**src/hw/rtl/ppmdr_pkg.sv**
```systemverilog
// ppmdr_pkg: shared types, register map and reset constants for the ppm decode and regenerate block
// depends on nothing; imported by ppmdr_apb, ppmdr_engine and the top level
`default_nettype none

package ppmdr_pkg;

    localparam int unsigned CHANNELS_DEF = 8;
    localparam int unsigned VAL_W        = 16;
    localparam int unsigned ELAPSED_W    = 20;
    localparam int unsigned ADDR_W       = 4;
    localparam int unsigned DATA_W       = 32;
    localparam int unsigned CH_FIELD_W   = 3;

    localparam logic [VAL_W-1:0]     SYNC_GAP_MIN_RST = 16'd3000;
    localparam logic [VAL_W-1:0]     PULSE_WIDTH_RST  = 16'd300;
    localparam logic [VAL_W-1:0]     FRAME_LENGTH_RST = 16'd20000;
    localparam logic [VAL_W-1:0]     VAL_MAX          = 16'hFFFF;
    localparam logic [ELAPSED_W-1:0] ELAPSED_MAX      = 20'hFFFFF;

    // register indexes (byte address = 4 * index)
    localparam logic [1:0] REG_SYNC_GAP_MIN = 2'd0;
    localparam logic [1:0] REG_PULSE_WIDTH  = 2'd1;
    localparam logic [1:0] REG_FRAME_LENGTH = 2'd2;

    typedef enum logic [1:0] {
        PH_GAP        = 2'd0,
        PH_PULSE      = 2'd1,
        PH_SYNC_GAP   = 2'd2,
        PH_SYNC_PULSE = 2'd3
    } phase_t;

    typedef struct packed {
        logic [VAL_W-1:0] sync_gap_min;
        logic [VAL_W-1:0] pulse_width;
        logic [VAL_W-1:0] frame_length;
    } cfg_t;

    // packed so that ppm_out sits in the lowest bit
    typedef struct packed {
        logic                  sync_seen;
        logic [VAL_W-1:0]      capture_width;
        logic [CH_FIELD_W-1:0] capture_channel;
        logic                  capture_valid;
        logic                  frame_start;
        logic                  ppm_out;
    } result_t;

endpackage

`default_nettype wire

```
**src/hw/rtl/ppmdr_apb.sv**
```systemverilog
// ppmdr_apb: apb-style configuration registers of the ppm block
// depends on ppmdr_pkg
`default_nettype none

module ppmdr_apb
(
    input  wire logic                          clk,
    input  wire logic                          rst_n,
    input  wire logic                          psel,
    input  wire logic                          penable,
    input  wire logic                          pwrite,
    input  wire logic [ppmdr_pkg::ADDR_W-1:0]  paddr,
    input  wire logic [ppmdr_pkg::DATA_W-1:0]  pwdata,
    output logic      [ppmdr_pkg::DATA_W-1:0]  prdata,
    output logic                               pready,
    output ppmdr_pkg::cfg_t                    cfg
);
    import ppmdr_pkg::*;

    cfg_t       cfg_reg;
    logic [1:0] reg_idx;
    logic       wr_en;

    assign reg_idx = paddr[3:2];
    assign pready  = 1'b1;
    assign wr_en   = psel && penable && pwrite && pready;
    assign cfg     = cfg_reg;

    always_ff @(posedge clk or negedge rst_n)
    begin
        if (!rst_n)
        begin
            cfg_reg.sync_gap_min <= SYNC_GAP_MIN_RST;
            cfg_reg.pulse_width  <= PULSE_WIDTH_RST;
            cfg_reg.frame_length <= FRAME_LENGTH_RST;
        end
        else if (wr_en)
        begin
            case (reg_idx)
                REG_SYNC_GAP_MIN: cfg_reg.sync_gap_min <= pwdata[VAL_W-1:0];
                REG_PULSE_WIDTH:  cfg_reg.pulse_width  <= pwdata[VAL_W-1:0];
                REG_FRAME_LENGTH: cfg_reg.frame_length <= pwdata[VAL_W-1:0];
                default:          ;
            endcase
        end
    end

    always_comb
    begin
        case (reg_idx)
            REG_SYNC_GAP_MIN: prdata = DATA_W'(cfg_reg.sync_gap_min);
            REG_PULSE_WIDTH:  prdata = DATA_W'(cfg_reg.pulse_width);
            REG_FRAME_LENGTH: prdata = DATA_W'(cfg_reg.frame_length);
            default:          prdata = '0;
        endcase
    end

endmodule

`default_nettype wire

```
**src/hw/rtl/ppmdr_engine.sv**
```systemverilog
// ppmdr_engine: per-tick state of the ppm decoder and frame regenerator, one tick per step
// depends on ppmdr_pkg; instanced by the top level
`default_nettype none

module ppmdr_engine
#(
    parameter int unsigned CHANNELS = ppmdr_pkg::CHANNELS_DEF
)
(
    input  wire logic            clk,
    input  wire logic            rst_n,
    input  wire ppmdr_pkg::cfg_t cfg,
    input  wire logic            step,
    input  wire logic            level,
    output ppmdr_pkg::result_t   res
);
    import ppmdr_pkg::*;

    localparam int unsigned SLOT_W = (CHANNELS > 1) ? $clog2(CHANNELS) : 1;
    localparam int unsigned IDX_W  = $clog2(CHANNELS + 1);
    localparam logic [SLOT_W-1:0] LAST_SLOT = SLOT_W'(CHANNELS - 1);
    localparam logic [IDX_W-1:0]  IDX_FULL  = IDX_W'(CHANNELS);

    logic [VAL_W-1:0]     dec_reg [CHANNELS];
    logic [VAL_W-1:0]     snap_reg [CHANNELS];
    logic [VAL_W-1:0]     edge_cnt_reg, edge_cnt_next;
    logic                 prev_reg;
    logic [IDX_W-1:0]     idx_reg, idx_next;
    phase_t               phase_reg, ph1, ph2;
    logic [SLOT_W-1:0]    slot_reg, slot1, slot2;
    logic [VAL_W-1:0]     cnt_reg, cnt_next, cd1, cd2;
    logic [ELAPSED_W-1:0] elapsed_reg, elapsed_next, el_base;

    logic [VAL_W-1:0]     pw;
    logic [VAL_W-1:0]     gap_val;
    logic [ELAPSED_W:0]   el_sum;
    logic [ELAPSED_W:0]   frame_len_ext;
    logic                 start;
    logic [VAL_W-1:0]     t;
    logic                 fall;
    logic                 sync;
    logic                 cap;

    // output side: at most two phase entries per tick, since a pulse is never empty
    always_comb
    begin
        pw            = (cfg.pulse_width == '0) ? VAL_W'(1) : cfg.pulse_width;
        gap_val       = (slot_reg == '0) ? dec_reg[0] : snap_reg[slot_reg];
        el_sum        = {1'b0, elapsed_reg} + (ELAPSED_W + 1)'(pw);
        frame_len_ext = (ELAPSED_W + 1)'(cfg.frame_length);
        start         = 1'b0;
        ph1           = phase_reg;
        slot1         = slot_reg;
        cd1           = cnt_reg;
        if (cnt_reg == '0)
        begin
            case (phase_reg)
                PH_GAP:
                begin
                    start = (slot_reg == '0);
                    cd1   = (gap_val > pw) ? gap_val - pw : '0;
                    ph1   = PH_PULSE;
                end
                PH_PULSE:
                begin
                    cd1 = pw;
                    if (slot_reg == LAST_SLOT)
                    begin
                        ph1   = PH_SYNC_GAP;
                        slot1 = '0;
                    end
                    else
                    begin
                        ph1   = PH_GAP;
                        slot1 = slot_reg + SLOT_W'(1);
                    end
                end
                PH_SYNC_GAP:
                begin
                    cd1   = (frame_len_ext > el_sum) ? VAL_W'(frame_len_ext - el_sum) : '0;
                    ph1   = PH_SYNC_PULSE;
                    slot1 = '0;
                end
                default:
                begin
                    cd1   = pw;
                    ph1   = PH_GAP;
                    slot1 = '0;
                end
            endcase
        end

        // empty gap: enter the pulse that follows on the same tick
        ph2   = ph1;
        slot2 = slot1;
        cd2   = cd1;
        if (cd1 == '0)
        begin
            case (ph1)
                PH_PULSE:
                begin
                    cd2 = pw;
                    if (slot1 == LAST_SLOT)
                    begin
                        ph2   = PH_SYNC_GAP;
                        slot2 = '0;
                    end
                    else
                    begin
                        ph2   = PH_GAP;
                        slot2 = slot1 + SLOT_W'(1);
                    end
                end
                PH_SYNC_PULSE:
                begin
                    cd2   = pw;
                    ph2   = PH_GAP;
                    slot2 = '0;
                end
                default: ;
            endcase
        end

        cnt_next     = (cd2 != '0) ? cd2 - VAL_W'(1) : '0;
        el_base      = start ? '0 : elapsed_reg;
        elapsed_next = (el_base == ELAPSED_MAX) ? el_base : el_base + ELAPSED_W'(1);
    end

    // decode side
    always_comb
    begin
        t             = (edge_cnt_reg != VAL_MAX) ? edge_cnt_reg + VAL_W'(1) : VAL_MAX;
        fall          = prev_reg && !level;
        sync          = 1'b0;
        cap           = 1'b0;
        idx_next      = idx_reg;
        edge_cnt_next = t;
        if (fall)
        begin
            edge_cnt_next = '0;
            if (t >= cfg.sync_gap_min)
            begin
                sync     = 1'b1;
                idx_next = '0;
            end
            else if (idx_reg < IDX_FULL)
            begin
                cap      = 1'b1;
                idx_next = idx_reg + IDX_W'(1);
            end
        end
    end

    assign res.ppm_out         = ph2[0];
    assign res.frame_start     = start;
    assign res.capture_valid   = cap;
    assign res.capture_channel = cap ? CH_FIELD_W'(idx_reg) : '0;
    assign res.capture_width   = cap ? t : '0;
    assign res.sync_seen       = sync;

    always_ff @(posedge clk or negedge rst_n)
    begin
        if (!rst_n)
        begin
            for (int i = 0; i < CHANNELS; i++)
            begin
                dec_reg[i]  <= '0;
                snap_reg[i] <= '0;
            end
            edge_cnt_reg <= VAL_MAX;
            prev_reg     <= 1'b1;
            idx_reg      <= '0;
            phase_reg    <= PH_GAP;
            slot_reg     <= '0;
            cnt_reg      <= '0;
            elapsed_reg  <= '0;
        end
        else if (step)
        begin
            if (start)
            begin
                for (int i = 0; i < CHANNELS; i++)
                begin
                    snap_reg[i] <= dec_reg[i];
                end
            end
            if (cap)
            begin
                dec_reg[idx_reg[SLOT_W-1:0]] <= t;
            end
            edge_cnt_reg <= edge_cnt_next;
            prev_reg     <= level;
            idx_reg      <= idx_next;
            phase_reg    <= ph2;
            slot_reg     <= slot2;
            cnt_reg      <= cnt_next;
            elapsed_reg  <= elapsed_next;
        end
    end

    // every tick leaves a phase with time still to run
    a_phase_nonempty: assert property (@(posedge clk) disable iff (!rst_n)
        step |-> cd2 != '0)
        else $error("phase entered with zero length after two entries");

    a_slot_range: assert property (@(posedge clk) disable iff (!rst_n)
        slot_reg <= LAST_SLOT)
        else $error("send slot out of range");

    a_idx_range: assert property (@(posedge clk) disable iff (!rst_n)
        idx_reg <= IDX_FULL)
        else $error("decode index beyond slot count");

    a_start_elapsed: assert property (@(posedge clk) disable iff (!rst_n)
        step && start |=> elapsed_reg == ELAPSED_W'(1))
        else $error("frame start did not restart the elapsed count");

    a_cap_sync_excl: assert property (@(posedge clk) disable iff (!rst_n)
        step |-> !(cap && sync))
        else $error("capture and sync on the same edge");

endmodule

`default_nettype wire

```
**src/hw/rtl/ppm_decode_and_regenerate_core.sv**
```systemverilog
// ppm_decode_and_regenerate_core: top level, stream handshake around the ppm engine and apb registers
// depends on ppmdr_pkg, ppmdr_apb, ppmdr_engine
//
//   port group   dir   width  content
//   s_*          in    8      one sampled input tick (ppm_level)
//   m_*          out   24     one result beat per tick
//   p*           cfg   32     sync_gap_min, pulse_width, frame_length at 0x0, 0x4, 0x8
//
// one tick per cycle sustained unless the result side stalls; input register, then result register
// all per-tick work is a single pass through the engine between input and result registers
// a stalled result register holds its beat and the input register fills behind it
// reset: frame starts on the first tick, first falling edge is taken as sync
`default_nettype none

module ppm_decode_and_regenerate_core
#(
    parameter int unsigned CHANNELS = ppmdr_pkg::CHANNELS_DEF
)
(
    input  wire logic                          clk,
    input  wire logic                          rst_n,
    input  wire logic                          s_tvalid,
    output logic                               s_tready,
    input  wire logic [7:0]                    s_tdata,   // [0] ppm_level
    output logic                               m_tvalid,
    input  wire logic                          m_tready,
    // [0] ppm_out, [1] frame_start, [2] capture_valid, [5:3] capture_channel,
    // [21:6] capture_width, [22] sync_seen
    output logic      [23:0]                   m_tdata,
    input  wire logic                          psel,
    input  wire logic                          penable,
    input  wire logic                          pwrite,
    input  wire logic [ppmdr_pkg::ADDR_W-1:0]  paddr,
    input  wire logic [ppmdr_pkg::DATA_W-1:0]  pwdata,
    output logic      [ppmdr_pkg::DATA_W-1:0]  prdata,
    output logic                               pready
);
    import ppmdr_pkg::*;

    cfg_t    cfg;
    result_t res;
    result_t res_reg;
    logic    in_valid_reg;
    logic    level_reg;
    logic    out_valid_reg;
    logic    advance;

    assign advance  = in_valid_reg && (!out_valid_reg || m_tready);
    assign s_tready = !in_valid_reg || advance;
    assign m_tvalid = out_valid_reg;
    assign m_tdata  = {1'b0, res_reg};

    ppmdr_apb u_apb
    (
        .clk     (clk),
        .rst_n   (rst_n),
        .psel    (psel),
        .penable (penable),
        .pwrite  (pwrite),
        .paddr   (paddr),
        .pwdata  (pwdata),
        .prdata  (prdata),
        .pready  (pready),
        .cfg     (cfg)
    );

    ppmdr_engine #(
        .CHANNELS (CHANNELS)
    ) u_engine
    (
        .clk   (clk),
        .rst_n (rst_n),
        .cfg   (cfg),
        .step  (advance),
        .level (level_reg),
        .res   (res)
    );

    always_ff @(posedge clk or negedge rst_n)
    begin
        if (!rst_n)
        begin
            in_valid_reg  <= 1'b0;
            out_valid_reg <= 1'b0;
        end
        else
        begin
            if (s_tready)
            begin
                in_valid_reg <= s_tvalid;
            end
            if (advance)
            begin
                out_valid_reg <= 1'b1;
            end
            else if (m_tready)
            begin
                out_valid_reg <= 1'b0;
            end
        end
    end

    always_ff @(posedge clk)
    begin
        if (s_tready && s_tvalid)
        begin
            level_reg <= s_tdata[0];
        end
        if (advance)
        begin
            res_reg <= res;
        end
    end

    a_out_hold: assert property (@(posedge clk) disable iff (!rst_n)
        out_valid_reg && !m_tready |=> out_valid_reg && $stable(res_reg))
        else $error("stalled result beat lost or changed");

    a_no_drop: assert property (@(posedge clk) disable iff (!rst_n)
        in_valid_reg && !advance |=> in_valid_reg && $stable(level_reg))
        else $error("pending input tick lost");

    a_flow: assert property (@(posedge clk) disable iff (!rst_n)
        advance |=> out_valid_reg)
        else $error("processed tick produced no result beat");

endmodule

`default_nettype wire

```
**config.mk**
```make
export PLATFORM = sky130hd
export DESIGN_NAME = ppm_decode_and_regenerate_core
export DESIGN_NICKNAME = d
export VERILOG_FILES = /design/src/hw/rtl/ppmdr_pkg.sv /design/src/hw/rtl/ppmdr_apb.sv /design/src/hw/rtl/ppmdr_engine.sv /design/src/hw/rtl/ppm_decode_and_regenerate_core.sv
export SDC_FILE = /design/constraint.sdc
export NUM_CORES = 1
export LEC_CHECK = 0
export BUFFER_PORTS_ARGS = -buffer_cell sky130_fd_sc_hd__buf_2
export CAP_MARGIN = 0
export CORE_MARGIN = 2
export CORE_UTILIZATION = 40
export DETAILED_ROUTE_END_ITERATION = 8
export HOLD_SLACK_MARGIN = 0.05
export MAX_ROUTING_LAYER = met4
export SYNTH_ARGS = -nofsm -noshare
export SYNTH_HDL_FRONTEND = slang
export SYNTH_HIERARCHICAL = 1
export SYNTH_SLANG_ARGS = --single-unit
```
**constraint.sdc**
```tcl
create_clock -name clk -period 14.2 [get_ports clk]
set_input_delay 1.42 -clock clk [delete_from_list [all_inputs] [get_ports clk]]
set_output_delay 1.42 -clock clk [all_outputs]
set_load 0.005 [all_outputs]
```
; ---- Yosys cells after proc, flatten, opt, wreduce, memory -nomap -nowiden
; Index checks and enable logic that the tools add are counted.
[totals]
register_bits = 392
input_bits = 51
word_cells = 132
[op_classes]
addsub = 9
magnitude_cmp = 7
n_eq_ne = 10
n_mux = 42
bitwise_logic = 2
n_reduce_logical = 27
[ops]
columns = cell, n
row1 = 16-bit two-way mux, 13
row2 = 128-bit bitwise mux, 1
row3 = 16-bit binary-select mux with 3-bit select, 1
row4 = 16-bit demux with 3-bit select, 1
row5 = 16-bit logical NOT, 3
row6 = 16-bit one-hot mux with 3 select lines, 1
row7 = 20-bit two-way mux, 2
row8 = 16-bit one-hot mux with 2 select lines, 1
row9 = 16-bit subtractor, 2
row10 = 20-bit by 16-bit adder with 21-bit output, 1
row11 = 16-bit by 21-bit greater-than comparator with 1-bit output, 1
row12 = "20-bit by 1-bit adder with 20-bit output, second input constant", 1
row13 = "20-bit == test, second input constant", 1
row14 = "16-bit by 1-bit adder with 16-bit output, second input constant", 1
row15 = 16-bit greater-or-equal comparator, 1
row16 = 16-bit greater-than comparator, 1
row17 = "16-bit inequality test, second input constant", 1
row18 = 16-bit nonzero test, 1
row19 = "16-bit by 1-bit subtractor with 16-bit output, second input constant", 1
row20 = 3-bit two-way mux, 4
row21 = 3-bit one-hot mux with 2 select lines, 2
row22 = 2-bit AND reduction, 5
row23 = "4-bit greater-or-equal comparator, second input constant", 2
row24 = 1-bit two-way mux, 8
row25 = other kinds (20), 41

; ---- Longest topological paths before layout
[logic_depth]
word_depth = 13
mapped_depth = 33
mapped_depth_nobuf = 30

; ---- Cells and area by module
; The synthesis kept the hierarchy.
[by_module_without_submodules]
columns = module, n_inst, cells_each, area_per_inst_um2
row1 = ppmdr_engine, 1, 1748, 18806.8
row2 = ppmdr_apb, 1, 178, 2352.3
row3 = ppm_decode_and_regenerate_core, 1, 34, 835.8

; ---- Least setup slack after synthesis
; OpenSTA, ideal clock, no wires.
[synth_path]
kind = reg-to-reg
from = register u_apb.cfg_reg (netlist bit u_apb/cfg[18])
to = register u_engine.cnt_reg[8]
setup_time_ns = 0.123
t_arrival_ns = 6.732
slack_ns = 7.345
path_stages_with_launch = 33
n_path_buf = 3
synth_period_minus_slack_ns = 6.855
cell_sequence = dfstp_2 -> or4_1 -> nor4_1 -> a31o_2 -> ha_1 -> ha_1 -> a21oi_1 -> o211ai_1 -> a31oi_1 -> o21ai_0 -> a21o_1 -> a21oi_1 -> xor2_1 -> ha_1 -> nand4_1 -> or4_1 -> nand3_1 -> a211oi_1 -> o221a_2 -> and3_4 -> buf_6 -> a21o_1 -> or4_4 -> nor4_4 -> buf_6 -> buf_2 -> a221oi_1 -> ha_1 -> nand2_1 -> nor3_1 -> a32o_1 -> a211oi_2 -> o2bb2ai_1
[synth_between]
elab_chain_cells = 11
[synth_rtl]
columns = item, line
row1 = start: declaration, ppmdr_apb.sv:20  ; cfg_t cfg_reg;
row2 = 16-bit logical NOT, ppmdr_engine.sv:47  ; pw = (cfg.pulse_width == '0) ? VAL_W'(1) : cfg.pulse_width;
row3 = 16-bit two-way mux *, ppmdr_engine.sv:47
row4 = 20-bit by 16-bit adder with 21-bit output, ppmdr_engine.sv:49  ; el_sum = {1'b0, elapsed_reg} + (ELAPSED_W + 1)'(pw);
row5 = 16-bit by 21-bit greater-than comparator with 1-bit output or 16-bit subtractor (tied branches), ppmdr_engine.sv:80  ; cd1 = (frame_len_ext > el_sum) ? VAL_W'(frame_len_ext - el_sum) : '0;
row6 = 16-bit two-way mux, ppmdr_engine.sv:80
row7 = 16-bit one-hot mux with 2 select lines, ppmdr_engine.sv:57  ; case (phase_reg)
row8 = 16-bit two-way mux, ppmdr_engine.sv:55  ; if (cnt_reg == '0)
row9 = 16-bit logical NOT or 16-bit two-way mux (tied branches), "ppmdr_engine.sv:97, ppmdr_engine.sv:99"
row10 = 16-bit two-way mux *, ppmdr_engine.sv:97  ; if (cd1 == '0)
row11 = 16-bit by 1-bit subtractor with 16-bit output or 16-bit nonzero test (tied branches), ppmdr_engine.sv:124  ; cnt_next = (cd2 != '0) ? cd2 - VAL_W'(1) : '0;
row12 = 16-bit two-way mux *, ppmdr_engine.sv:124
row13 = end signal: assignment, ppmdr_engine.sv:196  ; cnt_reg <= cnt_next;
row14 = end: declaration, ppmdr_engine.sv:31  ; logic [VAL_W-1:0] cnt_reg, cnt_next, cd1, cd2;
; Mark *: on every way between the ends. The rest lies on a longest branch, timed or not.
; A chain may end at the register's enable or synchronous reset.

; ---- Worst setup path after layout
[layout_path]
from = register u_apb.cfg_reg (netlist bit u_apb/cfg[20])
to = register u_engine.cnt_reg[2]
; Same word-level chain as after synthesis.

==> flow_summary.toml <==
[run_status]
status = "finished, final reports clean"

[synth]
yosys.cell_types.count = 99
async_flop_share_pct = 93.9
avgSynthCellArea_sq_um = 11.2
ys.flop_type = "dfrtp_1"
yosys-top-cells-count = "335 x dfrtp_1, 303 x mux2_2, 127 x nand2_1, 100 x nor2_1, 85 x o21ai_0"
yosys_warnings = 6
yosys.area.top_type = "dfrtp_1"
netlist_area_sq_um = 22000
ys_seq_area_share_pct = 45.3
synth-seq-cells = 392
synth_most_common_cell = "dfrtp_1"
synth_edf_count = 24
synth.top_cell.area_share_pct = 38.1
synthCells = 1960
synth_area_leaders = "dfrtp_1 38%, mux2_2 16%, ha_1 4.2%"

[global_route]
grt_pass1_vias = 15717
grt_pass1_wl_mm = 92.9
track_usage_pct = 21.6
grt_max_degree = 203
antenna_found_initial = 1
overflow = 0

[sta]
worstMarginPinSlew_ns = 1.10
rsz0062_at_grt = "no"
finalCritPeriodShare_pct = 63.1
fmax_ghz = 0.112
finalClockSkew_ns = 0.0428
hold_violations = 0
hold-worst-slack_ns = 0.475
setup_ws_ns = 5.24
setup_violations = 0
tns_ns = 0
min_period_ns = 8.96
relSlewSlack_pct = 26.8
finalMaxSlewViolations = 0

[floorplan]
start_util_pct = 40.6
pin_count = 110
rows = 85
die-width_microns = 238
die_area_sq_um = 56900
die_y_microns = 238
core_sq_um = 54100

[final_layout]
area_growth_pct = 10.2
finalNetCount = 2108
drive_above_1_share_pct = 28.5
final_util_pct = 44.8
instances_no_fill = 2710
antennaDiodeCount = 0
fillers = 5025

[detailed_routing]
via_per_inst = 5.77
first_pass_iters = 7
wirelength_mm = 59.5
drc_errors = 0
vias = 15633
detail-route-antenna-nets = 0
drtIter0Drc = 1085
routedWlPerCell_microns = 22.0

[clocking]
cts_resized = 0
clock_latency_ns = 0.58
cts_setup_buffers = 0
cts_buffers = 43
cts_root_buf = "clkbuf_16"
hold_buffers = 0
cts_tree = "done"
clock_sinks = 392
clk_path_buf_depth = 3
path_clk_slew_ns = 0.06
htreeDepth = 2

[setup_path]
regToRegEndpoint = "u_engine/cnt_reg[2]"
cp_max_fo = 27
critPathCaptureType = "flip-flop"
crit_path_start_kind = "flip-flop"
crit_path_start = "u_apb/cfg[20]"
critPathCapture = "u_engine/cnt_reg[2]"
required_ns = 14.63
r2r_cells = 27
r2r_slack_ns = 5.24
arrival_ns = 9.39
timing_worst_setup_path_type = "flip-flop to flip-flop"
r2r-start = "u_apb/cfg[20]"

[pwr]
p_leak_nw = 11.4
power.density_cell_area_nw_per_um2 = 147
vdd_drop_max_mv = 0.0957

[min_path]
hold_start = "u_engine/dec_reg[14]"
worstHoldPathCells = 1
hold_path.class = "flip-flop to flip-flop"

[run]
maxCapViolCount = 0

[placement]
place_inst = 2633
dp_slack_ns = 5.41
port-buffer-count = 66
place_congestion = 0.967
dp_hpwl_mm = 41.0
-- stage by stage --
stage / total power [mW] / area (sq um)
6_report: 3.56 / 24200
5_1_grt: 3.76 / 24200
4_1_cts: 3.57 / 24200
3_5_place_dp: 2.46 / 22900
3_3_place_gp: 2.45 / 22900
2_1_floorplan: 2.11 / 22100
-- power by group --
| part | switching, mW | total (mW) | internal (mW) |
|---|---|---|---|
| Clock | 0.453 | 1.09 | 0.642 |
| Combinational | 0.671 | 1.10 | 0.431 |
| Sequential | 0.128 | 1.36 | 1.24 |
| Total | 1.25 | 3.56 | 2.31 |
-- logic make-up (layout without fill, tap and decap cells) --
family,count (synthesis),count (layout),share of synthesized area [%]
AO/OA/AOI/OAI,390,390,12.0
XOR/XNOR,64,64,2.55
adder cells (fa/ha/maj),76,76,4.35
buffers and inverters,218,257,4.47
flip-flops,392,392,45.3
multiplexers,383,383,21.1
other,3,18,0.0512
AND/OR/NAND/NOR,434,434,10.2
-- how the worst min path moves through the flow --
stage                               end
4_1_cts           u_engine/snap_reg[14]
6_report          u_engine/snap_reg[14]
3_5_place_dp      u_engine/snap_reg[74]
3_3_place_gp      u_engine/snap_reg[85]
2_1_floorplan  u_engine/elapsed_reg[14]
5_1_grt           u_engine/snap_reg[38]
-- cell type report --
cell class                      count  area (sq um)  share of cell area [%]
Tap cell                          696           871                    3.59
Clock buffer                       67          1250                    5.14
Inverter                           85           319                    1.32
Clock inverter                     10           135                   0.557
Multi-Input combinational cell   1365         11100                    45.9
Timing Repair Buffer               95           571                    2.35
Sequential cell                   392          9970                    41.1
-- cells in the final DEF, fill, tap and decap left out, types with 15 or more instances in the layout --
master and count:
dfrtp_1 333, mux2_2 303, nand2_1 126, nor2_1 100, o21ai_0 85, inv_1 84
a21oi_1 78, ha_1 74, buf_2 65, clkbuf_16 43, mux2i_1 40, nand3_1 36
dfstp_2 33, xor2_1 33, xnor2_1 31, mux4_2 30, a21o_1 29, buf_4 28
edfxtp_1 24, o21a_1 21, and3_1 19, nand4_1 19, nor3_1 19, conb_1 18
a31oi_1 18, o2bb2ai_1 17, clkbuf_1 16, a211oi_1 16, nand2b_1 15
-- metal layers --
metal | up-vias | track usage, % | share of wire, %
met1 | 8008 | 29.1 | 46
li1 | 7174 | - | -
met3 | 102 | 2.77 | 3.9
met5 | - | - | 0
met4 | 0 | 7.44 | 3.1
met2 | 349 | 34.0 | 47
-- critical path, stage by stage, from the launching register on --
cell,delay (ns)
dfrtp_1,0.52
or4_1,0.69
nor4_1,0.73
a31o_2,0.38
ha_1,0.21
ha_1,0.14
a21oi_1,0.07
o211ai_1,0.43
a31oi_1,0.20
o21ai_0,0.35
a21o_1,0.17
a21oi_1,0.07
xor2_1,0.16
ha_1,0.42
nand4_1,0.12
or4_1,0.45
nand3_1,0.11
a211oi_1,0.06
o221a_2,0.30
and3_4,0.26
a211oi_2,0.59
nand2_1,0.19
nor4_4,0.45
buf_4,0.39
mux2i_1,0.27
nand4_1,0.45
nand2_1,0.46
o22ai_1,0.15
Power figures use the tool's default switching activity.
